[src/hdl/dsfp_fifo.sv]
`default_nettype none
// ----------------------------------------------------------------------------
// dsfp_fifo
// Small register-based first-in first-out queue with full and empty flags.
// ----------------------------------------------------------------------------
module dsfp_fifo #(
  parameter int WIDTH = 8,
  parameter int DEPTH = 4
) (
  input  wire logic             clk_i,
  input  wire logic             rst_ni,
  input  wire logic             wr_en_i,
  input  wire logic [WIDTH-1:0] wr_data_i,
  input  wire logic             rd_en_i,
  output logic      [WIDTH-1:0] rd_data_o,
  output logic                  full_o,
  output logic                  empty_o
);

  localparam int PTR_W = (DEPTH > 1) ? $clog2(DEPTH) : 1;
  localparam int CNT_W = $clog2(DEPTH + 1);

  logic [WIDTH-1:0] mem_q [DEPTH];
  logic [PTR_W-1:0] wr_ptr_q, wr_ptr_d;
  logic [PTR_W-1:0] rd_ptr_q, rd_ptr_d;
  logic [CNT_W-1:0] count_q, count_d;
  logic             do_wr, do_rd;

  assign do_wr = wr_en_i && !full_o;
  assign do_rd = rd_en_i && !empty_o;

  assign full_o    = (count_q == CNT_W'(DEPTH));
  assign empty_o   = (count_q == '0);
  assign rd_data_o = mem_q[rd_ptr_q];

  always_comb begin
    wr_ptr_d = wr_ptr_q;
    rd_ptr_d = rd_ptr_q;
    count_d  = count_q;
    if (do_wr) begin
      wr_ptr_d = (wr_ptr_q == PTR_W'(DEPTH - 1)) ? '0 : wr_ptr_q + PTR_W'(1);
    end
    if (do_rd) begin
      rd_ptr_d = (rd_ptr_q == PTR_W'(DEPTH - 1)) ? '0 : rd_ptr_q + PTR_W'(1);
    end
    if (do_wr && !do_rd) begin
      count_d = count_q + CNT_W'(1);
    end else if (!do_wr && do_rd) begin
      count_d = count_q - CNT_W'(1);
    end
  end

  always_ff @(posedge clk_i or negedge rst_ni) begin
    if (!rst_ni) begin
      wr_ptr_q <= '0;
      rd_ptr_q <= '0;
      count_q  <= '0;
    end else begin
      wr_ptr_q <= wr_ptr_d;
      rd_ptr_q <= rd_ptr_d;
      count_q  <= count_d;
    end
  end

  always_ff @(posedge clk_i) begin
    if (do_wr) begin
      mem_q[wr_ptr_q] <= wr_data_i;
    end
  end

endmodule
`default_nettype wire

[config.mk]
export PLATFORM = sky130hd
export DESIGN_NAME = dsfp_fifo
export DESIGN_NICKNAME = d
export VERILOG_FILES = /design/src/hdl/dsfp_fifo.sv
export SDC_FILE = /design/constraint.sdc
export NUM_CORES = 1
export LEC_CHECK = 0
export ABC_CLOCK_PERIOD_IN_PS = 1700
export BUFFER_PORTS_ARGS = -buffer_cell sky130_fd_sc_hd__buf_2
export CORE_ASPECT_RATIO = 1.1
export CORE_MARGIN = 2
export CORE_UTILIZATION = 50
export CTS_CLUSTER_SIZE = 20
export DETAILED_ROUTE_END_ITERATION = 6
export GPL_TIMING_DRIVEN = 0
export HOLD_SLACK_MARGIN = 0.12
export MAX_ROUTING_LAYER = met4
export PLACE_DENSITY = 0.74
export SYNTH_ARGS = -nofsm -noshare
export SYNTH_HDL_FRONTEND = slang
export SYNTH_SLANG_ARGS = --single-unit
[constraint.sdc]
create_clock -name clk_i -period 1.7 [get_ports clk_i]
set_input_delay 0.425 -clock clk_i [delete_from_list [all_inputs] [get_ports clk_i]]
set_output_delay 0.425 -clock clk_i [all_outputs]
set_load 0.05 [all_outputs]
==> impl_metrics.yaml <==
outcome:
  outcome: "finished with violations"
  violations: "negative setup slack"
power_and_ir_drop:
  swShare_pct: 37.4
  pwr-share-seq_pct: 36.3
  p_int_mw: 2.58
  ir_drop_v: 0.00155
  clkPwrFrac_pct: 14.2
  p_leak_nw: 0.777
  p_total_mw: 4.11
  p_comb_share_pct: 49.5
  p_per_area_nw_per_um2: 2030
  p_switching_mw: 1.54
die:
  dieHeight_um: 63.7
  io_pins: 22
  fp.dieW_um: 58.3
  fp.dieArea_sq_um: 3710
  rows: 21
  start_util_pct: 52.7
  core_sq_um: 3070
clock_tree:
  cts.root.buffer_cell: "clkbuf_4"
  htreeDepth: 2
  tritoncts: "yes"
  cts_buffer_depth: 2
  clock-sinks: 39
  cts_buffers: 5
  insertion_delay_ns: 0.34
  clkTransAtPathRegs_ns: 0.11
route:
  wl_um: 2850
  routedWlPerCell_um: 19.2
  num_vias: 811
  viasPerCell: 5.44
  ant_nets: 0
  drc_errors: 0
  drtPass1Iterations: 4
  first_iter_violations: 9
global_route:
  grt_start_max_net_pins: 12
  grt_overflow_total: 0
  grt_pass1_wl_um: 4350
  grt_pass1_vias: 893
  antenna_found_initial: 0
  grt_util_all_layers_pct: 17.6
worst_setup_path:
  critPathBufInv: 2
  max_stage_delay_ns: 0.50
  critPathKind: "flop to primary output"
  cp.arrival_ns: 1.59
  cp-start-kind: "flop"
  end_kind: "primary output"
  path_max_fanout: 5
  r2r_cells: 8
  path_delay_family: "multiplexers"
  crit_chain: "clkbuf_16, mux4_2, buf_6"
  path_depth: 3
  required_ns: 1.27
  cp_slowest_cell: "mux4_2"
timing:
  setup_ws_ns: -0.312
  fin_skew_ns: 0.00848
  max_freq_mhz: 497
  setup_tns_ns: -2.79
  drv_slew: 0
  tightest_slew_ns: 0.451
  fin_crit_ns: 2.01
  maxSlewHeadroom_pct: 69.9
  hold_ws_ns: 0.295
  min_period_over_period_pct: 118
  finalHoldViolations: 0
  grt_setup_unrepaired: "true"
  report.final.setup_viol: 11
finish:
  finish.instance_area_sq_um: 2030
  layout.cells.non_filler: 149
  layout_common_cells: "32 x edfxtp_1, 11 x buf_2, 9 x buf_4, 8 x mux4_2, 8 x buf_6"
  fin_util_pct: 65.9
  finalNetCount: 134
  final_common_cell: "edfxtp_1"
  area_growth_pct: 25.0
  antennaDiodeCount: 0
  final_layout_size_suffix_gt1_share_pct: 55.7
worst_hold_path:
  hp-class: "input pin to flop"
  min_path_cells: 1
placed_design:
  dp.cells: 134
  place.gp.congestion: 0.644
  port-buffer-count: 21
  dpl_cell_area_sq_um: 1790
  place_ws_ns: -0.209
logic_synthesis:
  ys_types: 19
  syn_nets: 98
  syn_avg_cell_area_sq_um: 20.5
  yosysSeqAreaShare_pct: 70.1
  syn-cell-area_sq_um: 1620
  yosys_warnings: 0
  ys_ff_latch: 39
  syn_inst: 79
run:
  max_cap_viol_count: 0
sequential cells by signal, indices dropped and copies added (netlist names):
signal / cells
count_q: 3
wr_ptr_q: 2
mem_q: 32
rd_ptr_q: 2
power groups by stage:
stage               clock network, mW  logic [mW]  registers [mW]
floorplan                           0        1.31            1.44
global placement                    0        1.57            1.45
detailed placement                  0        1.62            1.48
CTS                             0.599        1.88            1.48
global route                    0.643        2.15            1.53
finish                          0.584        2.04            1.49
cell families after synthesis:
logic type    share of synthesized area, %
flops                                 70.1
mux                                   15.1
simple gates                          5.41
fa+ha+maj                             5.87
buf+inv                               1.93
xor+xnor                              1.62
layout make-up:
type                    count  area, sq um
repair buffers             31          263
clock inverters             1         30.0
well taps                  34         42.5
multi-input cells          34          483
inverters                   3         11.3
clock buffers               6         41.3
plain buffers               1         15.0
fillers                   206         1050
flip-flops and latches     39         1140
final timing paths:
check | from | endpoint | slack, ns
max | rd_ptr_q[0]$_DFFE_PN0P_ | rd_data_o[7] | -0.31
min | wr_data_i[0] | mem_q[2][0]$_DFFE_PP_ | 0.30
max reg2reg | count_q[1]$_DFFE_PN0P_ | count_q[2]$_DFFE_PN0P_ | -0.16
min reg2reg | wr_ptr_q[1]$_DFFE_PN0P_ | wr_ptr_q[1]$_DFFE_PN0P_ | 0.59
max in group asynchronous | rst_ni | rd_ptr_q[0]$_DFFE_PN0P_ | 1.05
min in group asynchronous | rst_ni | count_q[0]$_DFFE_PN0P_ | 0.48
metal layers:
metal  track usage [%]  vias up  part of all wire [%]
met3              5.75        4                   4.4
met2              29.4       18                    56
met5                 -        -                     0
met4              6.10        0                  0.88
met1              19.6      415                    38
li1                  -      374                     -
cells in the mapped netlist:
| cell type | number | area, sq um |
|---|---|---|
| edfxtp_1 | 32 | 961 |
| mux4_2 | 8 | 180 |
| dfrtp_1 | 7 | 175 |
| ha_1 | 6 | 75.1 |
| and2_2 | 4 | 30.0 |
| inv_1 | 3 | 11.3 |
| mux2_2 | 3 | 33.8 |
| nor2_1 | 3 | 11.3 |
| mux2_4 | 2 | 30.0 |
| xor2_1 | 2 | 17.5 |
| buf_1 | 1 | 3.75 |
| buf_2 | 1 | 5.00 |
| buf_6 | 1 | 11.3 |
| fa_1 | 1 | 20.0 |
| nand2b_4 | 1 | 13.8 |
| nor2b_2 | 1 | 8.76 |
| nor3_1 | 1 | 5.00 |
| nor3b_4 | 1 | 18.8 |
| xnor2_1 | 1 | 8.76 |
repair_timing:
| item | in CTS | in global routing |
|---|---|---|
| setup endpoints to repair | 12 | 12 |
| gates cloned | 0 | 1 |
| hold buffers | 1 | 0 |
| endpoints found under the hold margin | 7 | 0 |
| pin swaps | 4 | 5 |
| gates resized for setup | 22 | 6 |
| setup buffers | 5 | 3 |
worst reg2reg max path, cell delays in order, from the launching register on:
cell and delay (ns):
dfrtp_2 0.46, nor3_4 0.20, nand2b_4 0.17, ha_4 0.14
inv_2 0.04, fa_2 0.34, xor2_1 0.14, nor2_1 0.13
xor2_1 0.16
No activity file was read; power rests on OpenSTA's default activity.
