`src/hdl/dsfp_pkg.sv`:
```
`default_nettype none
// ----------------------------------------------------------------------------
// dsfp_pkg
// Shared types, status codes and the power-of-ten table for the decimal
// string to fixed-point converter.
// ----------------------------------------------------------------------------
package dsfp_pkg;

  localparam int MAX_SCALE = 18;

  localparam logic [2:0] ST_OK          = 3'd0;
  localparam logic [2:0] ST_EMPTY       = 3'd1;
  localparam logic [2:0] ST_LONE_SIGN   = 3'd2;
  localparam logic [2:0] ST_DIGIT_OVF   = 3'd3;
  localparam logic [2:0] ST_EXCESS_FRAC = 3'd4;
  localparam logic [2:0] ST_JUNK        = 3'd5;
  localparam logic [2:0] ST_NO_DIGITS   = 3'd6;
  localparam logic [2:0] ST_SCALE_OVF   = 3'd7;

  typedef struct packed {
    logic [7:0] char_code;
    logic       has_char;
    logic       last;
  } in_t;

  typedef struct packed {
    logic signed [63:0] value;
    logic [2:0]         status;
  } out_t;

  // Finished string, handed from the scanner to the scaling pipeline.
  typedef struct packed {
    logic [2:0]  status;
    logic        neg;
    logic [62:0] whole;
    logic [59:0] frac;
    logic [4:0]  frac_count;
    logic [4:0]  scale;
  } mid_t;

  function automatic logic [59:0] pow10(input logic [4:0] n);
    logic [59:0] r;
    case (n)
      5'd0:    r = 60'd1;
      5'd1:    r = 60'd10;
      5'd2:    r = 60'd100;
      5'd3:    r = 60'd1000;
      5'd4:    r = 60'd10000;
      5'd5:    r = 60'd100000;
      5'd6:    r = 60'd1000000;
      5'd7:    r = 60'd10000000;
      5'd8:    r = 60'd100000000;
      5'd9:    r = 60'd1000000000;
      5'd10:   r = 60'd10000000000;
      5'd11:   r = 60'd100000000000;
      5'd12:   r = 60'd1000000000000;
      5'd13:   r = 60'd10000000000000;
      5'd14:   r = 60'd100000000000000;
      5'd15:   r = 60'd1000000000000000;
      5'd16:   r = 60'd10000000000000000;
      5'd17:   r = 60'd100000000000000000;
      5'd18:   r = 60'd1000000000000000000;
      default: r = 60'd0;
    endcase
    return r;
  endfunction

endpackage
`default_nettype wire

```
`src/hdl/dsfp_scan.sv`:
```
`default_nettype none
// ----------------------------------------------------------------------------
// dsfp_scan
// Front end: classifies one character per cycle while item_valid_i is high,
// accumulates the integer and fraction digits, latches the first error and emits a finished string entry.
// ----------------------------------------------------------------------------
module dsfp_scan (
  input  wire logic           clk_i,
  input  wire logic           rst_ni,
  input  wire logic           item_valid_i,
  input  wire dsfp_pkg::in_t  item_i,
  input  wire logic [4:0]     scale_i,
  output logic                done_o,
  output dsfp_pkg::mid_t      entry_o
);
  import dsfp_pkg::*;

  localparam logic [2:0] PH_LEAD       = 3'd0;
  localparam logic [2:0] PH_SIGN       = 3'd1;
  localparam logic [2:0] PH_WHOLE      = 3'd2;
  localparam logic [2:0] PH_FRAC       = 3'd3;
  localparam logic [2:0] PH_TRAIL      = 3'd4;
  localparam logic [2:0] PH_SIGN_TRAIL = 3'd5;

  localparam logic [7:0] CH_ZERO  = 8'h30;
  localparam logic [7:0] CH_NINE  = 8'h39;
  localparam logic [7:0] CH_DOT   = 8'h2e;
  localparam logic [7:0] CH_PLUS  = 8'h2b;
  localparam logic [7:0] CH_MINUS = 8'h2d;
  localparam logic [7:0] CH_SPACE = 8'h20;
  localparam logic [7:0] CH_TAB   = 8'h09;
  localparam logic [7:0] CH_CR    = 8'h0d;

  localparam logic [62:0] WHOLE_LIMIT = 63'd922337203685477579;

  logic [2:0]  phase_q, phase_d, phase_n;
  logic        neg_q, neg_d, neg_n;
  logic        saw_digit_q, saw_digit_d, saw_digit_n;
  logic        saw_ns_q, saw_ns_d, saw_ns_n;
  logic [62:0] whole_q, whole_d, whole_n;
  logic [59:0] frac_q, frac_d, frac_n;
  logic [4:0]  fc_q, fc_d, fc_n;
  logic [2:0]  err_q, err_d, err_n;

  logic [7:0]  c;
  logic        ws, dig;
  logic [3:0]  d;
  logic [4:0]  s_eff;
  logic [62:0] whole_nx;
  logic [59:0] frac_nx;
  logic [4:0]  fc_inc;
  logic [2:0]  fin_st;

  assign c        = item_i.char_code;
  assign ws       = (c == CH_SPACE) || ((c >= CH_TAB) && (c <= CH_CR));
  assign dig      = (c >= CH_ZERO) && (c <= CH_NINE);
  assign d        = 4'(c - CH_ZERO);
  assign s_eff    = (scale_i > 5'(MAX_SCALE)) ? 5'(MAX_SCALE) : scale_i;
  assign whole_nx = {whole_q[59:0], 3'b000} + {whole_q[61:0], 1'b0} + {59'd0, d};
  assign frac_nx  = {frac_q[56:0], 3'b000} + {frac_q[58:0], 1'b0} + {56'd0, d};
  assign fc_inc   = (fc_q == 5'd31) ? fc_q : fc_q + 5'd1;

  always_comb begin
    phase_n     = phase_q;
    neg_n       = neg_q;
    saw_digit_n = saw_digit_q;
    saw_ns_n    = saw_ns_q;
    whole_n     = whole_q;
    frac_n      = frac_q;
    fc_n        = fc_q;
    err_n       = err_q;
    if (item_valid_i && item_i.has_char && (err_q == ST_OK)) begin
      if (!ws) begin
        saw_ns_n = 1'b1;
      end
      case (phase_q)
        PH_LEAD: begin
          if (!ws) begin
            if ((c == CH_PLUS) || (c == CH_MINUS)) begin
              neg_n   = (c == CH_MINUS);
              phase_n = PH_SIGN;
            end else if (dig) begin
              whole_n     = whole_nx;
              saw_digit_n = 1'b1;
              phase_n     = PH_WHOLE;
            end else if (c == CH_DOT) begin
              phase_n = PH_FRAC;
            end else begin
              err_n = ST_JUNK;
            end
          end
        end
        PH_SIGN, PH_WHOLE: begin
          if (ws) begin
            phase_n = (phase_q == PH_SIGN) ? PH_SIGN_TRAIL : PH_TRAIL;
          end else if (dig) begin
            if (whole_q > WHOLE_LIMIT) begin
              err_n = ST_DIGIT_OVF;
            end else begin
              whole_n     = whole_nx;
              saw_digit_n = 1'b1;
              phase_n     = PH_WHOLE;
            end
          end else if (c == CH_DOT) begin
            phase_n = PH_FRAC;
          end else begin
            err_n = ST_JUNK;
          end
        end
        PH_FRAC: begin
          if (ws) begin
            phase_n = PH_TRAIL;
          end else if (dig) begin
            saw_digit_n = 1'b1;
            if (fc_q < s_eff) begin
              frac_n = frac_nx;
              fc_n   = fc_inc;
            end else if (d != 4'd0) begin
              err_n = ST_EXCESS_FRAC;
            end else begin
              fc_n = fc_inc;
            end
          end else begin
            err_n = ST_JUNK;
          end
        end
        default: begin
          if (!ws) begin
            err_n = ST_JUNK;
          end
        end
      endcase
    end
  end

  always_comb begin
    fin_st = err_n;
    if (err_n == ST_OK) begin
      if (!saw_ns_n) begin
        fin_st = ST_EMPTY;
      end else if ((phase_n == PH_SIGN) || (phase_n == PH_SIGN_TRAIL)) begin
        fin_st = ST_LONE_SIGN;
      end else if (!saw_digit_n) begin
        fin_st = ST_NO_DIGITS;
      end
    end
  end

  assign done_o             = item_valid_i && item_i.last;
  assign entry_o.status     = fin_st;
  assign entry_o.neg        = neg_n;
  assign entry_o.whole      = whole_n;
  assign entry_o.frac       = frac_n;
  assign entry_o.frac_count = fc_n;
  assign entry_o.scale      = s_eff;

  always_comb begin
    if (done_o) begin
      phase_d     = PH_LEAD;
      neg_d       = 1'b0;
      saw_digit_d = 1'b0;
      saw_ns_d    = 1'b0;
      whole_d     = '0;
      frac_d      = '0;
      fc_d        = '0;
      err_d       = ST_OK;
    end else begin
      phase_d     = phase_n;
      neg_d       = neg_n;
      saw_digit_d = saw_digit_n;
      saw_ns_d    = saw_ns_n;
      whole_d     = whole_n;
      frac_d      = frac_n;
      fc_d        = fc_n;
      err_d       = err_n;
    end
  end

  always_ff @(posedge clk_i or negedge rst_ni) begin
    if (!rst_ni) begin
      phase_q     <= PH_LEAD;
      neg_q       <= 1'b0;
      saw_digit_q <= 1'b0;
      saw_ns_q    <= 1'b0;
      whole_q     <= '0;
      frac_q      <= '0;
      fc_q        <= '0;
      err_q       <= ST_OK;
    end else begin
      phase_q     <= phase_d;
      neg_q       <= neg_d;
      saw_digit_q <= saw_digit_d;
      saw_ns_q    <= saw_ns_d;
      whole_q     <= whole_d;
      frac_q      <= frac_d;
      fc_q        <= fc_d;
      err_q       <= err_d;
    end
  end

  a_digit_only_in_digit_phase: assert property (@(posedge clk_i) disable iff (!rst_ni)
    (saw_digit_q && (phase_q == PH_LEAD || phase_q == PH_SIGN || phase_q == PH_SIGN_TRAIL))
      |-> (phase_q != PH_SIGN && phase_q != PH_SIGN_TRAIL))
    else $error("digit seen while still in sign phase");

endmodule
`default_nettype wire

```
`config.mk`:
```
export PLATFORM = sky130hd
export DESIGN_NAME = dsfp_scan
export DESIGN_NICKNAME = d
export VERILOG_FILES = /design/src/hdl/dsfp_pkg.sv /design/src/hdl/dsfp_scan.sv
export SDC_FILE = /design/constraint.sdc
export NUM_CORES = 1
export LEC_CHECK = 0
export ABC_AREA = 1
export BUFFER_PORTS_ARGS = -buffer_cell sky130_fd_sc_hd__buf_2
export CORE_UTILIZATION = 55
export CTS_BUF_LIST = sky130_fd_sc_hd__clkbuf_8
export DETAILED_ROUTE_END_ITERATION = 7
export GPL_ROUTABILITY_DRIVEN = 0
export PLACE_DENSITY_LB_ADDON = 0.05
export SLEW_MARGIN = 20
export SYNTH_ARGS = -nofsm -noshare
export SYNTH_HDL_FRONTEND = slang
export SYNTH_SLANG_ARGS = --single-unit
```
`constraint.sdc`:
```
create_clock -name clk_i -period 2.9 [get_ports clk_i]
set_input_delay 0.29 -clock clk_i [delete_from_list [all_inputs] [get_ports clk_i]]
set_output_delay 0.29 -clock clk_i [all_outputs]
set_load 0.01 [all_outputs]
```
==> results_dict.tcl, run 1 <==
set metrics [dict create \
    dpl.hpwl_mm 58.0 \
    grt_pass1_wl_mm 220 \
    synth-edff-count 0 \
    rows 67 \
    cts_num_sinks 137 \
    syn_inst 3005 \
    synth.yosys.warnings 0 \
    grt.overflow.total 13 \
    synthDominantAreaCellType "dfrtp_1" \
    ys_ff_latch 137 \
    chipWidth_um 187 \
    cts-htree-levels 4 \
    grt_use_total 0.823 \
    most_area_consuming_cells_after_synthesis "dfrtp_1 (18%), ha_1 (16%), nand2_1 (14%), inv_1 (8.0%), nor2_1 (7.3%)" \
    initial_utilization 0.559 \
    clock-root-buffer "clkbuf_8" \
    synth.yosys.seq_area_share 0.182 \
    firstError "[ERROR GRT-0116] Global routing finished with congestion. Check the congestion regions in the DRC Viewer." \
    ys_types 55 \
    placement.io_buffers 155 \
    outcome.stop_stage "global routing (5_1_grt)" \
    mappedNetlistNets 3266 \
    pin_count 156 \
    netlist_area_um2 18800 \
    chipHeight_um 187 \
    status "did not finish" \
    synth_top_area_frac 0.182 \
    cts_made_buffers 17 \
    avgSynthCellArea_um2 6.26 \
    detailedPlace.worstSlack_ns -0.649 \
    maximum_number_of_pins_on_one_net_before_global_route_repair 55 \
    most_used_dff_post_synth "dfrtp_1" \
    vias_in_the_first_global_route 35800 \
    ys_async_sr_fraction 1.00 \
    ctsLongestPathBuffers 2 \
]
## per-stage QoR
step	cells	TNS, ns	cell area [um^2]	util	hold WS, ns
after floorplan	3005	0	18800	-	-0.00559
after global placement	4148	-39.55	24500	0.729	0.281
after detailed placement	4148	-50.83	24500	0.729	0.287
after CTS	4434	-77.30	31500	0.938	0.169
## timing repair
item | 4_1_cts
gates cloned | 3
endpoints found under the setup margin | 192
setup buffers | 267
gates resized for setup | 1035
endpoints found under the hold margin | 52
hold buffers | 1
pin swaps | 305
## synthesized netlist by cell type (all sizes together), types with 34 or more instances
library cell and n:
ha 239, nand4 45, or2 54, nand2 726, inv 419, nor2 379
xnor2 34, nand3 187, nor3 38, a21oi 294, dfrtp 137, o21ai 188
## layer usage
metal / GRT usage / overflow
met1: 0.820 / 0
met2: 0.952 / 5
met3: 0.709 / 0
met4: 0.823 / 8
met5: 0.457 / 0
## cell families after synthesis
kind of cell / after synthesis / share of synthesized area
muxes: 1 / 0.000532
buffers and inverters: 478 / 0.0997
and+or+nand+nor: 1474 / 0.340
xor gates and xnor gates: 64 / 0.0298
DFF: 137 / 0.182
AOI/OAI and AO/OA: 608 / 0.184
adders and majority gates: 243 / 0.163
==> run 2: changes to the inputs <==
--- a/config.mk
+++ b/config.mk
@@ -7,11 +7,10 @@
 export LEC_CHECK = 0
 export ABC_AREA = 1
 export BUFFER_PORTS_ARGS = -buffer_cell sky130_fd_sc_hd__buf_2
-export CORE_UTILIZATION = 55
-export CTS_BUF_LIST = sky130_fd_sc_hd__clkbuf_8
+export CORE_UTILIZATION = 40
 export DETAILED_ROUTE_END_ITERATION = 7
 export GPL_ROUTABILITY_DRIVEN = 0
-export PLACE_DENSITY_LB_ADDON = 0.05
+export PLACE_DENSITY_LB_ADDON = 0.15
 export SLEW_MARGIN = 20
 export SYNTH_ARGS = -nofsm -noshare
 export SYNTH_HDL_FRONTEND = slang
==> constraint.sdc (replaced) <==
create_clock -name clk_i -period 3.8 [get_ports clk_i]
set_input_delay 0.38 -clock clk_i [delete_from_list [all_inputs] [get_ports clk_i]]
set_output_delay 0.38 -clock clk_i [all_outputs]
set_load 0.01 [all_outputs]
==> run 2 against run 1 <==
The flow now finishes, with violations (negative setup slack); synthesized cell count stayed put; synthesized area stayed put.
==> results_dict.tcl, run 2 <==
set metrics [dict create \
    status "finished with violations" \
    violations "negative setup slack" \
    path_cells "ha_4, ha_4, buf_4, nand2_1, nor2_2, nand2_1, inv_1, nand2_1, inv_1, nand4_1, nand4_1, nand3_1, nand3b_1, nand2_1, nand2_1, buf_2" \
    cpMaxStageDelayCell "dfrtp_2" \
    netlist_area_um2 18800 \
    cts_num_sinks 137 \
    synth.yosys.warnings 0 \
    power_density_nw_per_um2 262 \
    fraction_of_final_layout_cells_with_drive_strength_greater_than_1 0.289 \
    setup_viol 3 \
    layoutNonFillerInstCount 3870 \
    multiInputGateArea_um2 16300 \
    top_post_synthesis_cells_by_count "nand2_1 (708), inv_1 (402), nor2_1 (367)" \
    multiplexer_fraction_of_the_synthesized_cell_area 0.000532 \
    rows 79 \
    chipHeight_um 219 \
    ys_async_sr_fraction 1.00 \
    vias_in_the_first_global_route 20400 \
    p_leak_nw 12.0 \
    maximum_number_of_pins_on_one_net_before_global_route_repair 88 \
    worstMarginPinSlew_ns 0.859 \
    routed_wire_length_per_instance_um 18.7 \
    area_growth_syn_to_layout_pct 30.8 \
    timing.critical_path.arrival_ns 3.46 \
    synthDominantAreaCellType "dfrtp_1" \
    synth.yosys.seq_area_share 0.182 \
    largestRegisters "whole_q: 63 flops, frac_q: 60 flops, fc_q: 5 flops" \
    max-vdd-ir-drop_uv 353 \
    critical-path-max-stage-delay_ns 0.50 \
    worst_path_most_repeated_cell "nand2_1" \
    setup_ws_ns -0.0392 \
    detail_route.iter0.violations 1586 \
    grt_use_total 0.293 \
    fin_skew_ns 0.0196 \
    post-place-cells 3770 \
    number_of_antenna_violations_at_the_first_check_in_global_routing 0 \
    drt-vias-per-instance 5.56 \
    cpLargestDelayFamily "simple AND/OR/NAND/NOR gates" \
    clock-root-buffer "clkbuf_16" \
    mappedNetlistNets 3266 \
    pin_count 156 \
    detailroute.via_count 21500 \
    post-synth-top-count-cell "nand2_1" \
    timing.hold.ws_ns 0.284 \
    endpoints_failing_hold 0 \
    min_path_type "primary input to flip-flop" \
    synth_compound_gate_area_share 0.184 \
    antenna-diode-count 0 \
    largest_register_ff_count 63 \
    initial_utilization 0.405 \
    cts-htree-levels 4 \
    ctsLongestPathBuffers 2 \
    cts_tree "done" \
    critical_path.endpoint_type "output pin" \
    worst-endpoint-required_ns 3.42 \
    ant_nets 0 \
    synthSimpleGateAreaFrac 0.340 \
    cts.clk_slew.worst_paths_ns 0.07 \
    r2r_setup_slack_ns 0.82 \
    cp.buffers_inverters 4 \
    synth_top_area_frac 0.182 \
    dpl.hpwl_mm 56.1 \
    grt_pass1_wl_mm 110 \
    yosys.area_share.adder 0.163 \
    clock.fmax_mhz 260 \
    avgSynthCellArea_um2 6.26 \
    period_needed_ns 3.84 \
    drcViolationCount 0 \
    timing.final.crit_share 1.01 \
    unrepaired_setup_endpoints_after_global_routing "true" \
    layout_common_cells "nand2_1 (617), inv_1 (388), nor2_1 (294)" \
    grt.overflow.total 0 \
    drt_pass1_iterations 7 \
    chipWidth_um 219 \
    design.core.area_um2 46500 \
    cp_max_fo 6 \
    synth-edff-count 0 \
    registers.top_by_ff_count "whole_q" \
    placement.io_buffers 155 \
    clk-insertion-delay-late_ns 0.50 \
    cts_made_buffers 17 \
    timing.setup.critical_path_class "flip-flop to output pin" \
    drv_slew 0 \
    ys_ff_latch 137 \
    synth-xor-area-share 0.0298 \
    relative_max_transition_margin 0.427 \
    combinational_family_with_the_most_area_after_synthesis "simple AND/OR/NAND/NOR gates" \
    most_used_dff_post_synth "dfrtp_1" \
    syn_inst 3005 \
    worst_setup_path_start_kind "flip-flop" \
    die_area_um2 47900 \
    final_common_cell "nand2_1" \
    max_cap_viols 0 \
    fill_cells 4594 \
    layout.nets 3511 \
    ys_types 55 \
    most_area_consuming_cells_after_synthesis "dfrtp_1 (18%), ha_1 (16%), nand2_1 (14%), inv_1 (8.0%), nor2_1 (7.3%)" \
    layout.area.seq_um2 3480 \
    detail_route.wirelength_mm 72.4 \
]
run 2: cell counts after synthesis:
Identical to the previous run, type by type.
run 2: worst paths after layout:
path | start | end | cells past startpoint
setup / recovery | whole_q[31] | entry_o[116] | 16
hold / removal | item_i[2] | frac_q[0] | 3
setup reg to reg | whole_q[31] | whole_q[46] | 15
hold reg to reg | fc_q[4] | fc_q[4] | 2
max in group asynchronous | rst_ni | whole_q[18] | 3
min in group asynchronous | rst_ni | frac_q[35] | 2
run 2: report_power, final:
part | internal [W] | switching [W] | leakage, nW
Sequential | 0.00155 | 0.000125 | 1.83
Combinational | 0.000968 | 0.00187 | 9.85
Clock | 0.00119 | 0.000750 | 0.312
run 2: cell type report:
type / count / area share
flip-flops and latches: 137 / 0.141
clock buffers: 20 / 0.0186
inverters: 419 / 0.0646
well taps: 607 / 0.0309
multi-input cells: 2392 / 0.661
clock inverters: 12 / 0.00799
repair buffers: 283 / 0.0754
run 2: repair_timing:
action / CTS / global route
hold buffers: 1 / 0
buffers inserted: 27 / 40
setup endpoints to repair: 92 / 104
gates resized for setup: 230 / 451
endpoints found under the hold margin: 29 / 0
pin swaps: 39 / 116
cloned: 1 / 1
run 2: metrics by stage:
step / TNS (ns) / setup slack, ns / total power [W] / area [um^2] / util
floorplan: 0 / 0.622 / 0.00316 / 18800 / -
global placement: -0.0454 / -0.0454 / 0.00390 / 20600 / 0.442
detailed placement: -0.0528 / -0.0221 / 0.00394 / 20600 / 0.442
CTS: -0.217 / -0.0396 / 0.00605 / 22200 / 0.478
global route: -4.01 / -0.202 / 0.00677 / 24600 / 0.529
finish: -0.100 / -0.0392 / 0.00646 / 24600 / 0.529
run 2: cell families after synthesis:
group | Yosys count
simple gates | 1474
compound gates | 608
buf+inv | 478
fa+ha+maj | 243
flops | 137
xor+xnor | 64
mux | 1
run 2: worst reg2reg max path, delay by kind of cell (launching register included):
kind	cells	cell delay, ns
simple gates	9	1.26
buf+inv	3	0.42
fa+ha+maj	2	0.55
compound gates	1	0.14
flops	1	0.50
run 2: routing by layer:
| layer | vias to the layer above | wire length [um] | GRT usage |
|---|---|---|---|
| li1 | 10400 | - | - |
| met1 | 10200 | 31600 | 0.388 |
| met2 | 737 | 32500 | 0.461 |
| met3 | 170 | 4640 | 0.0456 |
| met4 | 0 | 3550 | 0.145 |
| met5 | - | 0 | 0 |
No activity file was read; power rests on OpenSTA's default activity.
